--- config.mk ---
export PLATFORM = sky130hd
export DESIGN_NAME = integer_pixel_upscale_writer_unit
export DESIGN_NICKNAME = d
export VERILOG_FILES = /design/src/iuw_pkg.sv /design/src/iuw_ctrl.sv /design/src/iuw_datapath.sv /design/src/integer_pixel_upscale_writer_unit.sv
export SDC_FILE = /design/constraint.sdc
export NUM_CORES = 1
export LEC_CHECK = 0
export ABC_AREA = 1
export BUFFER_PORTS_ARGS = -buffer_cell sky130_fd_sc_hd__buf_4
export CORE_MARGIN = 10
export CORE_UTILIZATION = 39
export CTS_CLUSTER_DIAMETER = 200
export DETAILED_ROUTE_END_ITERATION = 12
export PLACE_DENSITY = 0.64
export RECOVER_POWER = 50
export SYNTH_ARGS = -nofsm -noshare
export SYNTH_HDL_FRONTEND = slang
export SYNTH_SLANG_ARGS = --single-unit
export TNS_END_PERCENT = 50
--- constraint.sdc ---
create_clock -name i_clk -period 15.11 [get_ports i_clk]
set_input_delay 1.511 -clock i_clk [delete_from_list [all_inputs] [get_ports i_clk]]
set_output_delay 1.511 -clock i_clk [all_outputs]
set_load 0.01 [all_outputs]
--- src/iuw_pkg.sv ---
`timescale 1ns / 1ps

package iuw_pkg;

    // Default sizing for the top level parameters
    localparam int DEF_MAX_WIDTH    = 512;
    localparam int DEF_MAX_HEIGHT   = 1024;
    localparam int DEF_MAX_SCALE    = 8;
    localparam int DEF_STRIDE_ALIGN = 64;

    // Register widths and reset values
    localparam int CFG_WIDTH_W  = 10;
    localparam int CFG_HEIGHT_W = 11;
    localparam int CFG_SCALE_W  = 4;
    localparam int CFG_DATA_W   = 11;
    localparam int CFG_IDX_W    = 2;

    localparam logic [CFG_WIDTH_W-1:0]  RST_WIDTH  = CFG_WIDTH_W'(224);
    localparam logic [CFG_HEIGHT_W-1:0] RST_HEIGHT = CFG_HEIGHT_W'(288);
    localparam logic [CFG_SCALE_W-1:0]  RST_SCALE  = CFG_SCALE_W'(2);

    // Register indexes
    localparam logic [CFG_IDX_W-1:0] IDX_SOURCE_WIDTH  = 2'd0;
    localparam logic [CFG_IDX_W-1:0] IDX_SOURCE_HEIGHT = 2'd1;
    localparam logic [CFG_IDX_W-1:0] IDX_SCALE_FACTOR  = 2'd2;

    // Payload widths
    localparam int PIX_W     = 8;
    localparam int OFS_W     = 19;
    localparam int RUN_LEN_W = 4;

    typedef enum logic [2:0] {
        ST_IDLE,
        ST_RECIP,
        ST_STRIDE,
        ST_BASE,
        ST_EMIT
    } t_state;

    // Controller to datapath
    typedef struct packed {
        logic load;     // capture pixel, counters and sizes
        logic recip;    // quotient estimate for the stride
        logic stride;   // corrected stride
        logic base;     // first run offset
        logic advance;  // one run transaction taken
    } t_cmd;

    // Datapath to controller
    typedef struct packed {
        logic last_run;
    } t_status;

endpackage

--- src/iuw_ctrl.sv ---
`timescale 1ns / 1ps

module iuw_ctrl
    import iuw_pkg::*;
(
    input  logic    i_clk,
    input  logic    i_rst_n,
    input  logic    i_pix_valid,
    output logic    o_pix_stall,
    output logic    o_run_valid,
    input  logic    i_run_stall,
    input  t_status i_status,
    output t_cmd    o_cmd
);

    t_state r_state;
    t_state n_state;

    // State register
    always_ff @(posedge i_clk) begin
        if (!i_rst_n) begin
            r_state <= ST_IDLE;
        end else begin
            r_state <= n_state;
        end
    end

    // Next state
    always_comb begin
        n_state = r_state;
        unique case (r_state)
            ST_IDLE: begin
                if (i_pix_valid) begin
                    n_state = ST_RECIP;
                end
            end
            ST_RECIP:  n_state = ST_STRIDE;
            ST_STRIDE: n_state = ST_BASE;
            ST_BASE:   n_state = ST_EMIT;
            ST_EMIT: begin
                if (!i_run_stall && i_status.last_run) begin
                    n_state = ST_IDLE;
                end
            end
            default:   n_state = ST_IDLE;
        endcase
    end

    // Outputs and datapath commands
    always_comb begin
        o_cmd       = '0;
        o_pix_stall = 1'b1;
        o_run_valid = 1'b0;
        unique case (r_state)
            ST_IDLE: begin
                o_pix_stall = 1'b0;
                o_cmd.load  = i_pix_valid;
            end
            ST_RECIP:  o_cmd.recip  = 1'b1;
            ST_STRIDE: o_cmd.stride = 1'b1;
            ST_BASE:   o_cmd.base   = 1'b1;
            ST_EMIT: begin
                o_run_valid   = 1'b1;
                o_cmd.advance = !i_run_stall;
            end
            default: ;
        endcase
    end

endmodule

--- src/iuw_datapath.sv ---
`timescale 1ns / 1ps

module iuw_datapath
    import iuw_pkg::*;
#(
    parameter int MAX_WIDTH    = DEF_MAX_WIDTH,
    parameter int MAX_HEIGHT   = DEF_MAX_HEIGHT,
    parameter int MAX_SCALE    = DEF_MAX_SCALE,
    parameter int STRIDE_ALIGN = DEF_STRIDE_ALIGN
) (
    input  logic                    i_clk,
    input  logic                    i_rst_n,
    input  t_cmd                    i_cmd,
    output t_status                 o_status,
    input  logic [CFG_WIDTH_W-1:0]  i_cfg_width,
    input  logic [CFG_HEIGHT_W-1:0] i_cfg_height,
    input  logic [CFG_SCALE_W-1:0]  i_cfg_scale,
    input  logic [PIX_W-1:0]        i_pixel_value,
    output logic                    o_buffer_select,
    output logic [OFS_W-1:0]        o_dest_offset,
    output logic [PIX_W-1:0]        o_run_value,
    output logic [RUN_LEN_W-1:0]    o_run_length,
    output logic                    o_last_of_input,
    output logic                    o_frame_done
);

    localparam int COL_W  = (MAX_WIDTH  > 1) ? $clog2(MAX_WIDTH)  : 1;
    localparam int ROW_W  = (MAX_HEIGHT > 1) ? $clog2(MAX_HEIGHT) : 1;
    localparam int W_W    = $clog2(MAX_WIDTH + 1);
    localparam int H_W    = $clog2(MAX_HEIGHT + 1);
    localparam int N_W    = $clog2(MAX_SCALE + 1);
    // scaled width plus rounding term stays below 2**SW_W
    localparam int SW_W   = $clog2(MAX_WIDTH * MAX_SCALE + STRIDE_ALIGN);
    localparam int PROD_W = 2 * SW_W + 1;
    // reciprocal of the alignment, estimate is exact or one low
    localparam longint RCP = (longint'(1) << SW_W) / STRIDE_ALIGN;

    logic [W_W-1:0] w_eff;
    logic [H_W-1:0] h_eff;
    logic [N_W-1:0] n_eff;
    logic           row_end;
    logic           frame_end;

    logic [COL_W-1:0]  r_col;
    logic [ROW_W-1:0]  r_row;
    logic              r_back;

    logic [PIX_W-1:0]  r_pix;
    logic              r_buf;
    logic              r_frame_end;
    logic [N_W-1:0]    r_n;
    logic [N_W-1:0]    r_run;
    logic [SW_W-1:0]   r_sw;
    logic [OFS_W-1:0]  r_colx;
    logic [OFS_W-1:0]  r_rown;
    logic [SW_W-1:0]   r_qe;
    logic [SW_W-1:0]   r_stride;
    logic [OFS_W-1:0]  r_ofs;

    logic [PROD_W-1:0] recip_prod;
    logic [SW_W-1:0]   stride_lo;
    logic [SW_W-1:0]   stride_rem;

    // Effective sizes: zero reads as one, large values saturate
    always_comb begin
        if (i_cfg_width == '0) begin
            w_eff = W_W'(1);
        end else if (int'(i_cfg_width) > MAX_WIDTH) begin
            w_eff = W_W'(MAX_WIDTH);
        end else begin
            w_eff = W_W'(i_cfg_width);
        end
        if (i_cfg_height == '0) begin
            h_eff = H_W'(1);
        end else if (int'(i_cfg_height) > MAX_HEIGHT) begin
            h_eff = H_W'(MAX_HEIGHT);
        end else begin
            h_eff = H_W'(i_cfg_height);
        end
        if (i_cfg_scale == '0) begin
            n_eff = N_W'(1);
        end else if (int'(i_cfg_scale) > MAX_SCALE) begin
            n_eff = N_W'(MAX_SCALE);
        end else begin
            n_eff = N_W'(i_cfg_scale);
        end
    end

    // A counter at or past the last position (size minus one) counts as the end of its row or frame
    assign row_end   = (int'(r_col) + 1) >= int'(w_eff);
    assign frame_end = row_end && ((int'(r_row) + 1) >= int'(h_eff));

    // Raster position and back buffer
    always_ff @(posedge i_clk) begin
        if (!i_rst_n) begin
            r_col  <= '0;
            r_row  <= '0;
            r_back <= 1'b1;
        end else if (i_cmd.load) begin
            if (row_end) begin
                r_col <= '0;
                if (frame_end) begin
                    r_row  <= '0;
                    r_back <= ~r_back;
                end else begin
                    r_row <= r_row + ROW_W'(1);
                end
            end else begin
                r_col <= r_col + COL_W'(1);
            end
        end
    end

    // Stride: round scaled width up to the alignment by reciprocal and fix-up
    assign recip_prod = PROD_W'(r_sw) * PROD_W'(RCP);
    assign stride_lo  = SW_W'(r_qe) * SW_W'(STRIDE_ALIGN);
    assign stride_rem = r_sw - stride_lo;

    // Item capture and offset arithmetic
    always_ff @(posedge i_clk) begin
        if (i_cmd.load) begin
            r_pix       <= i_pixel_value;
            r_buf       <= r_back;
            r_frame_end <= frame_end;
            r_n         <= n_eff;
            r_sw        <= SW_W'(w_eff) * SW_W'(n_eff) + SW_W'(STRIDE_ALIGN - 1);
            r_colx      <= OFS_W'(r_col) * OFS_W'(n_eff);
            r_rown      <= OFS_W'(r_row) * OFS_W'(n_eff);
        end
        if (i_cmd.recip) begin
            r_qe <= SW_W'(recip_prod >> SW_W);
        end
        if (i_cmd.stride) begin
            if (stride_rem >= SW_W'(STRIDE_ALIGN)) begin
                r_stride <= stride_lo + SW_W'(STRIDE_ALIGN);
            end else begin
                r_stride <= stride_lo;
            end
        end
        if (i_cmd.base) begin
            r_ofs <= OFS_W'(r_rown) * OFS_W'(r_stride) + r_colx;
        end else if (i_cmd.advance) begin
            r_ofs <= r_ofs + OFS_W'(r_stride);
        end
    end

    // Run index within the current pixel
    always_ff @(posedge i_clk) begin
        if (!i_rst_n) begin
            r_run <= '0;
        end else if (i_cmd.load) begin
            r_run <= '0;
        end else if (i_cmd.advance) begin
            r_run <= r_run + N_W'(1);
        end
    end

    assign o_status.last_run = (r_run + N_W'(1)) == r_n;

    assign o_buffer_select = r_buf;
    assign o_dest_offset   = r_ofs;
    assign o_run_value     = r_pix;
    assign o_run_length    = RUN_LEN_W'(r_n);
    assign o_last_of_input = o_status.last_run;
    assign o_frame_done    = o_status.last_run && r_frame_end;

endmodule

--- src/integer_pixel_upscale_writer_unit.sv ---
`timescale 1ns / 1ps

// Integer nearest-neighbor upscale writer.
// Input channel: one 8-bit source pixel per transaction, raster order, on
// i_pix_valid / o_pix_stall. Output channel: one horizontal run per
// transaction on o_run_valid / i_run_stall, carrying buffer select, byte
// offset, pixel value, run length, and last-of-pixel / end-of-frame flags.
// Each pixel gives scale runs, one per replicated destination row, top first.
// The first run of a pixel is valid once the controller has passed through
// ST_RECIP, ST_STRIDE and ST_BASE after its acceptance. In those states the
// stride reciprocal, its correction and the base offset multiply are done in
// turn, then the run offset steps by the stride once per run taken.
// The block handles one pixel at a time: o_pix_stall stays high from
// acceptance until the last run is taken. While i_run_stall is high the
// current run holds on the outputs. Reset clears the raster counters, sets
// the back buffer to one and loads width 224, height 288, scale 2. Registers
// are written through i_cfg_we, i_cfg_index and i_cfg_data; the user must
// write them only while the block is idle, and the block does not enforce
// it. The back buffer toggles after the last pixel of each frame.
module integer_pixel_upscale_writer_unit
    import iuw_pkg::*;
#(
    parameter int MAX_WIDTH    = DEF_MAX_WIDTH,
    parameter int MAX_HEIGHT   = DEF_MAX_HEIGHT,
    parameter int MAX_SCALE    = DEF_MAX_SCALE,
    parameter int STRIDE_ALIGN = DEF_STRIDE_ALIGN
) (
    input  logic                  i_clk,
    input  logic                  i_rst_n,
    input  logic                  i_cfg_we,
    input  logic [CFG_IDX_W-1:0]  i_cfg_index,
    input  logic [CFG_DATA_W-1:0] i_cfg_data,
    input  logic                  i_pix_valid,
    output logic                  o_pix_stall,
    input  logic [PIX_W-1:0]      i_pixel_value,
    output logic                  o_run_valid,
    input  logic                  i_run_stall,
    output logic                  o_buffer_select,
    output logic [OFS_W-1:0]      o_dest_offset,
    output logic [PIX_W-1:0]      o_run_value,
    output logic [RUN_LEN_W-1:0]  o_run_length,
    output logic                  o_last_of_input,
    output logic                  o_frame_done
);

    logic [CFG_WIDTH_W-1:0]  r_cfg_width;
    logic [CFG_HEIGHT_W-1:0] r_cfg_height;
    logic [CFG_SCALE_W-1:0]  r_cfg_scale;

    t_cmd    cmd;
    t_status status;

    // Configuration registers
    always_ff @(posedge i_clk) begin
        if (!i_rst_n) begin
            r_cfg_width  <= RST_WIDTH;
            r_cfg_height <= RST_HEIGHT;
            r_cfg_scale  <= RST_SCALE;
        end else if (i_cfg_we) begin
            unique case (i_cfg_index)
                IDX_SOURCE_WIDTH:  r_cfg_width  <= i_cfg_data[CFG_WIDTH_W-1:0];
                IDX_SOURCE_HEIGHT: r_cfg_height <= i_cfg_data[CFG_HEIGHT_W-1:0];
                IDX_SCALE_FACTOR:  r_cfg_scale  <= i_cfg_data[CFG_SCALE_W-1:0];
                default: ;
            endcase
        end
    end

    iuw_ctrl u_ctrl (
        .i_clk       (i_clk),
        .i_rst_n     (i_rst_n),
        .i_pix_valid (i_pix_valid),
        .o_pix_stall (o_pix_stall),
        .o_run_valid (o_run_valid),
        .i_run_stall (i_run_stall),
        .i_status    (status),
        .o_cmd       (cmd)
    );

    iuw_datapath #(
        .MAX_WIDTH    (MAX_WIDTH),
        .MAX_HEIGHT   (MAX_HEIGHT),
        .MAX_SCALE    (MAX_SCALE),
        .STRIDE_ALIGN (STRIDE_ALIGN)
    ) u_datapath (
        .i_clk           (i_clk),
        .i_rst_n         (i_rst_n),
        .i_cmd           (cmd),
        .o_status        (status),
        .i_cfg_width     (r_cfg_width),
        .i_cfg_height    (r_cfg_height),
        .i_cfg_scale     (r_cfg_scale),
        .i_pixel_value   (i_pixel_value),
        .o_buffer_select (o_buffer_select),
        .o_dest_offset   (o_dest_offset),
        .o_run_value     (o_run_value),
        .o_run_length    (o_run_length),
        .o_last_of_input (o_last_of_input),
        .o_frame_done    (o_frame_done)
    );

endmodule
Word-level counts from Yosys, hierarchy flattened
Index checks and enable logic that the tools add are counted.
- word-level logic and storage cells: 88
- register bits: 145
- bits of input ports: 26
- mux-type cells: 21
- multiply operators: 4
- add/sub/neg operators: 10
- magnitude comparators: 6
- equality and inequality tests: 9
- reduce and logical (&&, ||, !) cells: 17
- bitwise operators: 2
- operators by type and width (operator ; count):
    $add A19 B13 Y19 ; 2
    $mux W19 ; 2
    $ge A32 B11 Y1 ; 1
    $ge A32 B12 Y1 ; 1
    $mux W10 ; 3
    $mux W11 ; 2
    $mul A14 B13 Y19 ; 1
    $pmux W3 S5 ; 1
    $mul A10 B4 Y14 ; 1
    $add A13 B6 Y13 const B ; 1
    $add A13 B7 Y13 const B ; 1
    $ge A13 B7 Y1 const B ; 1
    $mul A10 B4 Y13 ; 1
    $mul A9 B4 Y13 ; 1
    $mux W13 ; 1
    $sub A13 B13 Y13 ; 1
    $add A10 B1 Y11 const B ; 1
    $gt A11 B11 Y1 const B ; 1
    $logic_not A11 Y1 ; 1
    $add A10 B1 Y10 const B ; 1
    $add A9 B1 Y10 const B ; 1
    $gt A10 B10 Y1 const B ; 1
    $logic_not A10 Y1 ; 1
    $reduce_and A2 Y1 ; 5
    other kinds (24) ; 36

Longest topological paths before layout
- depth in word-level cells: 6
- gate-level depth with buffers: 24

By module
A second synthesis with hierarchy kept.
- cells, all modules: 1620
- area, all modules: 12678.4 um^2
- modules (own cells, without submodules) (module ; cells each ; times used ; area an instance (um^2) ; seq. area each (um^2)):
    iuw_datapath ; 1439 ; 1 ; 11431.0 ; 2882.8
    integer_pixel_upscale_writer_unit ; 154 ; 1 ; 1079.8 ; 500.5
    iuw_ctrl ; 27 ; 1 ; 167.7 ; 60.1

Least setup slack after synthesis
OpenSTA, ideal clock, no wires.
- path type: register -> register
- from: reg u_datapath.r_stride[7]
- to: reg u_datapath.r_ofs[16] (netlist: u_datapath.o_dest_offset[16]) (data pin)
- stages on the path, launching flop included: 22
- data required time: 14.857 ns
- path slack: 10.229 ns
- data arrival time: 4.628 ns
- library setup time: 0.253 ns
- cell sequence: edfxtp_1 -> clkbuf_1 -> nand2_1 -> inv_1 -> fa_1 -> inv_1 -> fa_1 -> inv_1 -> fa_1 -> fa_1 -> ha_1 -> inv_1 -> fa_1 -> inv_1 -> ha_1 -> nand2_1 -> o21ai_0 -> a21o_1 -> a21oi_1 -> nand2_1 -> nand3_1 -> nand2_1
- word-level cells in the longest chain between the ends: 3
- elaborated cells between the ends (all ways): 5
- those cells by class: add/sub (2); mul (1); mux (2)
- ends and longest elaborated chain (what ; RTL line ; text):
    start, declared ; iuw_datapath.sv:57 ; logic [SW_W-1:0] r_stride;
    start signal, assigned ; iuw_datapath.sv:135 ; r_stride <= stride_lo + SW_W'(STRIDE_ALIGN);
    start signal, assigned ; iuw_datapath.sv:137 ; r_stride <= stride_lo;
    $mul A14 B13 Y19 or $add A19 B13 Y19 (tied branches) ; iuw_datapath.sv:141, iuw_datapath.sv:143 ;
    $add A19 B13 Y19 or $mux W19 (tied branches) ; iuw_datapath.sv:141, iuw_datapath.sv:142 ;
    $mux W19 * ; iuw_datapath.sv:140 ; if (i_cmd.base) begin
    end signal, assigned ; iuw_datapath.sv:141 ; r_ofs <= OFS_W'(r_rown) * OFS_W'(r_stride) + r_colx;
    end signal, assigned ; iuw_datapath.sv:143 ; r_ofs <= r_ofs + OFS_W'(r_stride);
    end, declared ; iuw_datapath.sv:58 ; logic [OFS_W-1:0] r_ofs;
Every way passes the cells marked *; elsewhere a longest branch is shown, timed or not. The select of a mux whose other input is x is not followed.
A chain may end at the register's enable or synchronous reset.

Final worst setup path
- from: reg r_cfg_scale[3]
- to: reg u_datapath.r_sw[9] (data pin)
- word-level cells in the longest chain between the ends: 5
- elaborated cells between the ends (all ways): 6
- those cells by class: add/sub (1); mul (1); order compare (1); mux (2); reduce/logical (1)
- ends and longest elaborated chain (what ; RTL line ; text):
    start, declared ; integer_pixel_upscale_writer_unit.sv:48 ; logic [CFG_SCALE_W-1:0] r_cfg_scale;
    start signal, assigned ; integer_pixel_upscale_writer_unit.sv:63 ; IDX_SCALE_FACTOR: r_cfg_scale <= i_cfg_data[CFG_SCALE_W-1:0];
    $gt A4 B4 Y1 ; iuw_datapath.sv:82 ; end else if (int'(i_cfg_scale) > MAX_SCALE) begin
    $mux W4 ; iuw_datapath.sv:82 ;
    $mux W4 * ; iuw_datapath.sv:80 ; if (i_cfg_scale == '0) begin
    $mul A10 B4 Y13 * ; iuw_datapath.sv:126 ; r_sw <= SW_W'(w_eff) * SW_W'(n_eff) + SW_W'(STRIDE_ALIGN - 1);
    $add A13 B6 Y13 * ; iuw_datapath.sv:126 ;
    end signal, assigned ; iuw_datapath.sv:126 ;
    end, declared ; iuw_datapath.sv:53 ; logic [SW_W-1:0] r_sw;
Every way passes the cells marked *; elsewhere a longest branch is shown, timed or not.

==> metrics.txt <==
# TYPE chip_impl_metric gauge
chip_impl_metric{name="drive_above_1_share",unit="%"} 6.83
chip_impl_metric{name="grt_overflow_total",unit=""} 0
chip_impl_metric{name="hpwlAfterDp",unit="mm"} 23.0
chip_impl_metric{name="worstSkewPairLatency",unit="ns"} 0.43
chip_impl_metric{name="synth_nets",unit=""} 1847
chip_impl_metric{name="worstPathArrival",unit="ns"} 5.77
chip_impl_info{name="worstPathCellList",value="nor2_1 -> inv_1 -> nor2_1 -> fa_1 -> fa_1 -> ha_1 -> ha_1 -> a21oi_1 -> o21ai_0 -> a21oi_1 -> nor2_1 -> nor2_1 -> xnor2_1"} 1
chip_impl_metric{name="timing.final.ws_setup",unit="ns"} 9.52
chip_impl_metric{name="nFillCells",unit=""} 3111
chip_impl_info{name="cts_tree",value="yes"} 1
chip_impl_metric{name="area.sequential",unit="mm^2"} 0.00344
chip_impl_info{name="path_common_cell",value="nor2_1"} 1
chip_impl_metric{name="totalWireLength",unit="mm"} 29.1
chip_impl_metric{name="antenna_cells",unit=""} 0
chip_impl_metric{name="avgRoutedWirePerCell",unit="um"} 14.1
chip_impl_info{name="cts_root_buffer",value="clkbuf_16"} 1
chip_impl_info{name="rsz0062_at_grt",value="no"} 1
chip_impl_metric{name="initial_utilization",unit="%"} 39.6
chip_impl_metric{name="synthToLayoutAreaGrowth",unit="%"} 10.9
chip_impl_metric{name="final.setup.tns",unit="ns"} 0
chip_impl_metric{name="synthDistinctLibCells",unit=""} 51
chip_impl_metric{name="worst_relative_slew_slack",unit="%"} -83.3
chip_impl_metric{name="port_buffers",unit=""} 61
chip_impl_metric{name="pin_count_of_the_biggest_net_entering_global_routing",unit=""} 48
chip_impl_metric{name="post_cts_hold_buffer_count",unit=""} 0
chip_impl_metric{name="timing.clock.skew",unit="ns"} 0.0123
chip_impl_metric{name="final_count_of_hold_timing_violations",unit=""} 0
chip_impl_metric{name="peakVddDrop",unit="V"} 0.0000796
chip_impl_metric{name="route.antenna.remaining_nets",unit=""} 0
chip_impl_metric{name="dp_cells",unit=""} 2024
chip_impl_metric{name="cts.repair.resized",unit=""} 0
chip_impl_metric{name="h_tree_depth",unit=""} 4
chip_impl_info{name="worst_path_max_delay_cell",value="nor2_1"} 1
chip_impl_metric{name="vias_per_cell",unit=""} 4.95
chip_impl_metric{name="ys_warns",unit=""} 0
chip_impl_metric{name="post_synth.cell_area_avg",unit="um^2"} 7.88
chip_impl_metric{name="vias",unit=""} 10168
chip_impl_info{name="hp-class",value="register to register"} 1
chip_impl_metric{name="grt_pass1_vias",unit=""} 9809
chip_impl_metric{name="initialDrtViolationCount",unit=""} 533
chip_impl_metric{name="instances_no_fill",unit=""} 2056
chip_impl_metric{name="area_after_dpl",unit="mm^2"} 0.0134
chip_impl_metric{name="period_share",unit="%"} 37.0
chip_impl_metric{name="die_width",unit="um"} 199
chip_impl_metric{name="synth-seq-cells",unit=""} 132
chip_impl_metric{name="critical_path_required",unit="ns"} 15.29
chip_impl_info{name="failed_checks",value="max-capacitance violations, max-slew violations"} 1
chip_impl_metric{name="num_io_pins",unit=""} 62
chip_impl_metric{name="slew_viol_final",unit=""} 71
chip_impl_info{name="status",value="complete, but fails checks"} 1
chip_impl_metric{name="core_region_area",unit="mm^2"} 0.0316
chip_impl_metric{name="drc_errors",unit=""} 0
chip_impl_metric{name="worstPathMaxFanout",unit=""} 28
chip_impl_metric{name="gp_congestion",unit=""} 0.921
chip_impl_metric{name="synth-seq-area-share",unit="%"} 27.5
chip_impl_metric{name="total_leakage_power",unit="nW"} 7.33
chip_impl_metric{name="synthCells",unit=""} 1590
chip_impl_metric{name="clkSlewWorstSetupHoldPaths",unit="ns"} 0.06
chip_impl_metric{name="cpPeakStageDelay",unit="ns"} 1.28
chip_impl_metric{name="global_routing_usage_summed_across_all_routing_layers",unit="%"} 15.0
chip_impl_metric{name="cellPowerDensity",unit="mW/mm^2"} 115
chip_impl_info{name="setup.worst_path.end_class",value="register"} 1
chip_impl_metric{name="drv.max_cap_violation_count",unit=""} 3
chip_impl_metric{name="timing_worst_slew_pin_value",unit="ns"} 2.75
chip_impl_info{name="type_of_the_worst_setup_path",value="register to register"} 1
chip_impl_metric{name="detail_route.first_pass.iterations",unit=""} 5
chip_impl_metric{name="final.min_clock_period",unit="ns"} 5.59
chip_impl_metric{name="netlist_area",unit="mm^2"} 0.0125
chip_impl_metric{name="cts_inserted_buffers",unit=""} 17
chip_impl_metric{name="finish.net_count",unit=""} 1898
chip_impl_metric{name="die_area",unit="mm^2"} 0.0397
chip_impl_metric{name="fp-row-count",unit=""} 65
chip_impl_metric{name="max_freq",unit="MHz"} 179
chip_impl_metric{name="combined_area_of_the_multi_input_logic_cells",unit="mm^2"} 0.00773
chip_impl_metric{name="ctsLongestPathBuffers",unit=""} 2
chip_impl_info{name="critical_path.startpoint_type",value="register"} 1
chip_impl_metric{name="setup_violations",unit=""} 0
chip_impl_metric{name="grt_antenna_before_repair",unit=""} 0
chip_impl_metric{name="dp_slack",unit="ns"} 9.89
chip_impl_metric{name="fin_area",unit="mm^2"} 0.0139
chip_impl_metric{name="grt_pass1_wl",unit="mm"} 48.2
chip_impl_metric{name="die_y",unit="um"} 199
chip_impl_metric{name="cts.sink_count",unit=""} 132
chip_impl_metric{name="post-cts-setup-buffer-count",unit=""} 0
cell families (layout without fill, tap and decap cells):
group           count (synthesis)  count (layout)  synth area share (%)
fa+ha+maj                     231             231                  28.4
simple gates                  658             658                  22.1
xor+xnor                       61              61                  4.26
flops                         132             132                  27.5
compound gates                163             163                  7.24
buf+inv                       345             409                  10.5
flip-flops by register name, summed over array words and instances (netlist names), 3 cells and up:
name / cells
u_datapath.o_dest_offset: 19
u_datapath.r_colx: 13
u_datapath.r_rown: 13
r_cfg_height: 11
r_cfg_width: 10
u_datapath.r_row: 10
u_datapath.r_col: 9
u_datapath.o_run_value: 8
u_datapath.r_qe: 7
u_datapath.r_stride: 7
u_datapath.r_sw: 7
r_cfg_scale: 4
u_datapath.o_run_length: 4
u_datapath.r_run: 4
u_ctrl.r_state: 3
routing by layer:
metal | wire length, um | up-vias | track usage [%]
met2 | 13800 | 207 | 25.2
met3 | 1050 | 44 | 2.41
li1 | - | 5143 | -
met5 | 0 | - | 0
met1 | 13600 | 4774 | 19.1
met4 | 666 | 0 | 5.06
worst max-delay path, delay by kind of cell (launching register included):
family,cells,cell delay [ns]
simple gates,4,1.75
fa+ha+maj,4,1.62
buf+inv,1,0.70
flops,1,0.65
compound gates,3,0.53
xor+xnor,1,0.08
cell type report:
cell class | count | share of cell area [%]
clock inverter | 9 | 0.657
clock buffer | 23 | 3.67
sequential | 132 | 24.8
timing repair buffer | 65 | 3.24
multi-input combinational | 1113 | 55.6
tap | 402 | 3.62
inverter | 312 | 8.42
final timing paths:
kind	start	end	slack, ns	cells after the start
hold reg to reg	u_datapath.r_sw[6]	u_datapath.r_qe[0]	0.45	0
hold / removal	u_datapath.r_sw[6]	u_datapath.r_qe[0]	0.45	0
setup reg to reg	r_cfg_scale[3]	u_datapath.r_sw[9]	9.52	13
setup / recovery	r_cfg_scale[3]	u_datapath.r_sw[9]	9.52	13
cells in the mapped netlist (all sizes together):
library cell	count	area share (%)
o32ai	5	0.35
clkbuf	19	0.57
nand2	383	12
nor4	3	0.27
nand3b	3	0.18
edfxtp	80	19
dfxtp	52	8.3
o211ai	3	0.18
a21o	6	0.36
a22oi	1	0.060
o21ai	55	2.2
nor3	15	0.81
clkinv	2	0.060
xnor2	19	1.3
a21oi	79	3.3
nand3	77	3.3
nor3b	2	0.21
nor2	147	4.4
nand4	21	1.1
inv	310	9.3
and3	1	0.050
fa	89	14
a31oi	2	0.10
o21a	3	0.18
o31ai	1	0.060
xor2	42	2.9
o22ai	5	0.25
buf	14	0.57
or2	6	0.32
o21bai	1	0.060
o31a	1	0.070
ha	142	14
o2111ai	1	0.070
power breakdown:
group | internal [mW] | switching, mW
clock | 0.256 | 0.166
combinational | 0.267 | 0.455
sequential | 0.426 | 0.0333
per-stage QoR:
| stage | utilization [%] | hold WS (ns) | total power, mW |
|---|---|---|---|
| CTS | 44.2 | 0.447 | 1.63 |
| detailed placement | 42.3 | 0.432 | 1.20 |
| global placement | 42.3 | 0.432 | 1.18 |
| global route | 43.9 | 0.461 | 1.74 |
| floorplan | - | 0.422 | 1.00 |
| finish | 43.9 | 0.446 | 1.60 |
placed cells by master, fill, tap and decap left out, drive strengths merged, types with 6 or more instances in the layout:
cell type / n
a21o: 6
a21oi: 79
buf: 46
clkbuf: 42
clkinv: 8
dfxtp: 52
edfxtp: 80
fa: 89
ha: 142
inv: 311
nand2: 383
nand3: 77
nand4: 21
nor2: 147
nor3: 15
o21ai: 55
or2: 6
xnor2: 19
xor2: 42
Note: power is estimated with default switching activity, not from simulation.
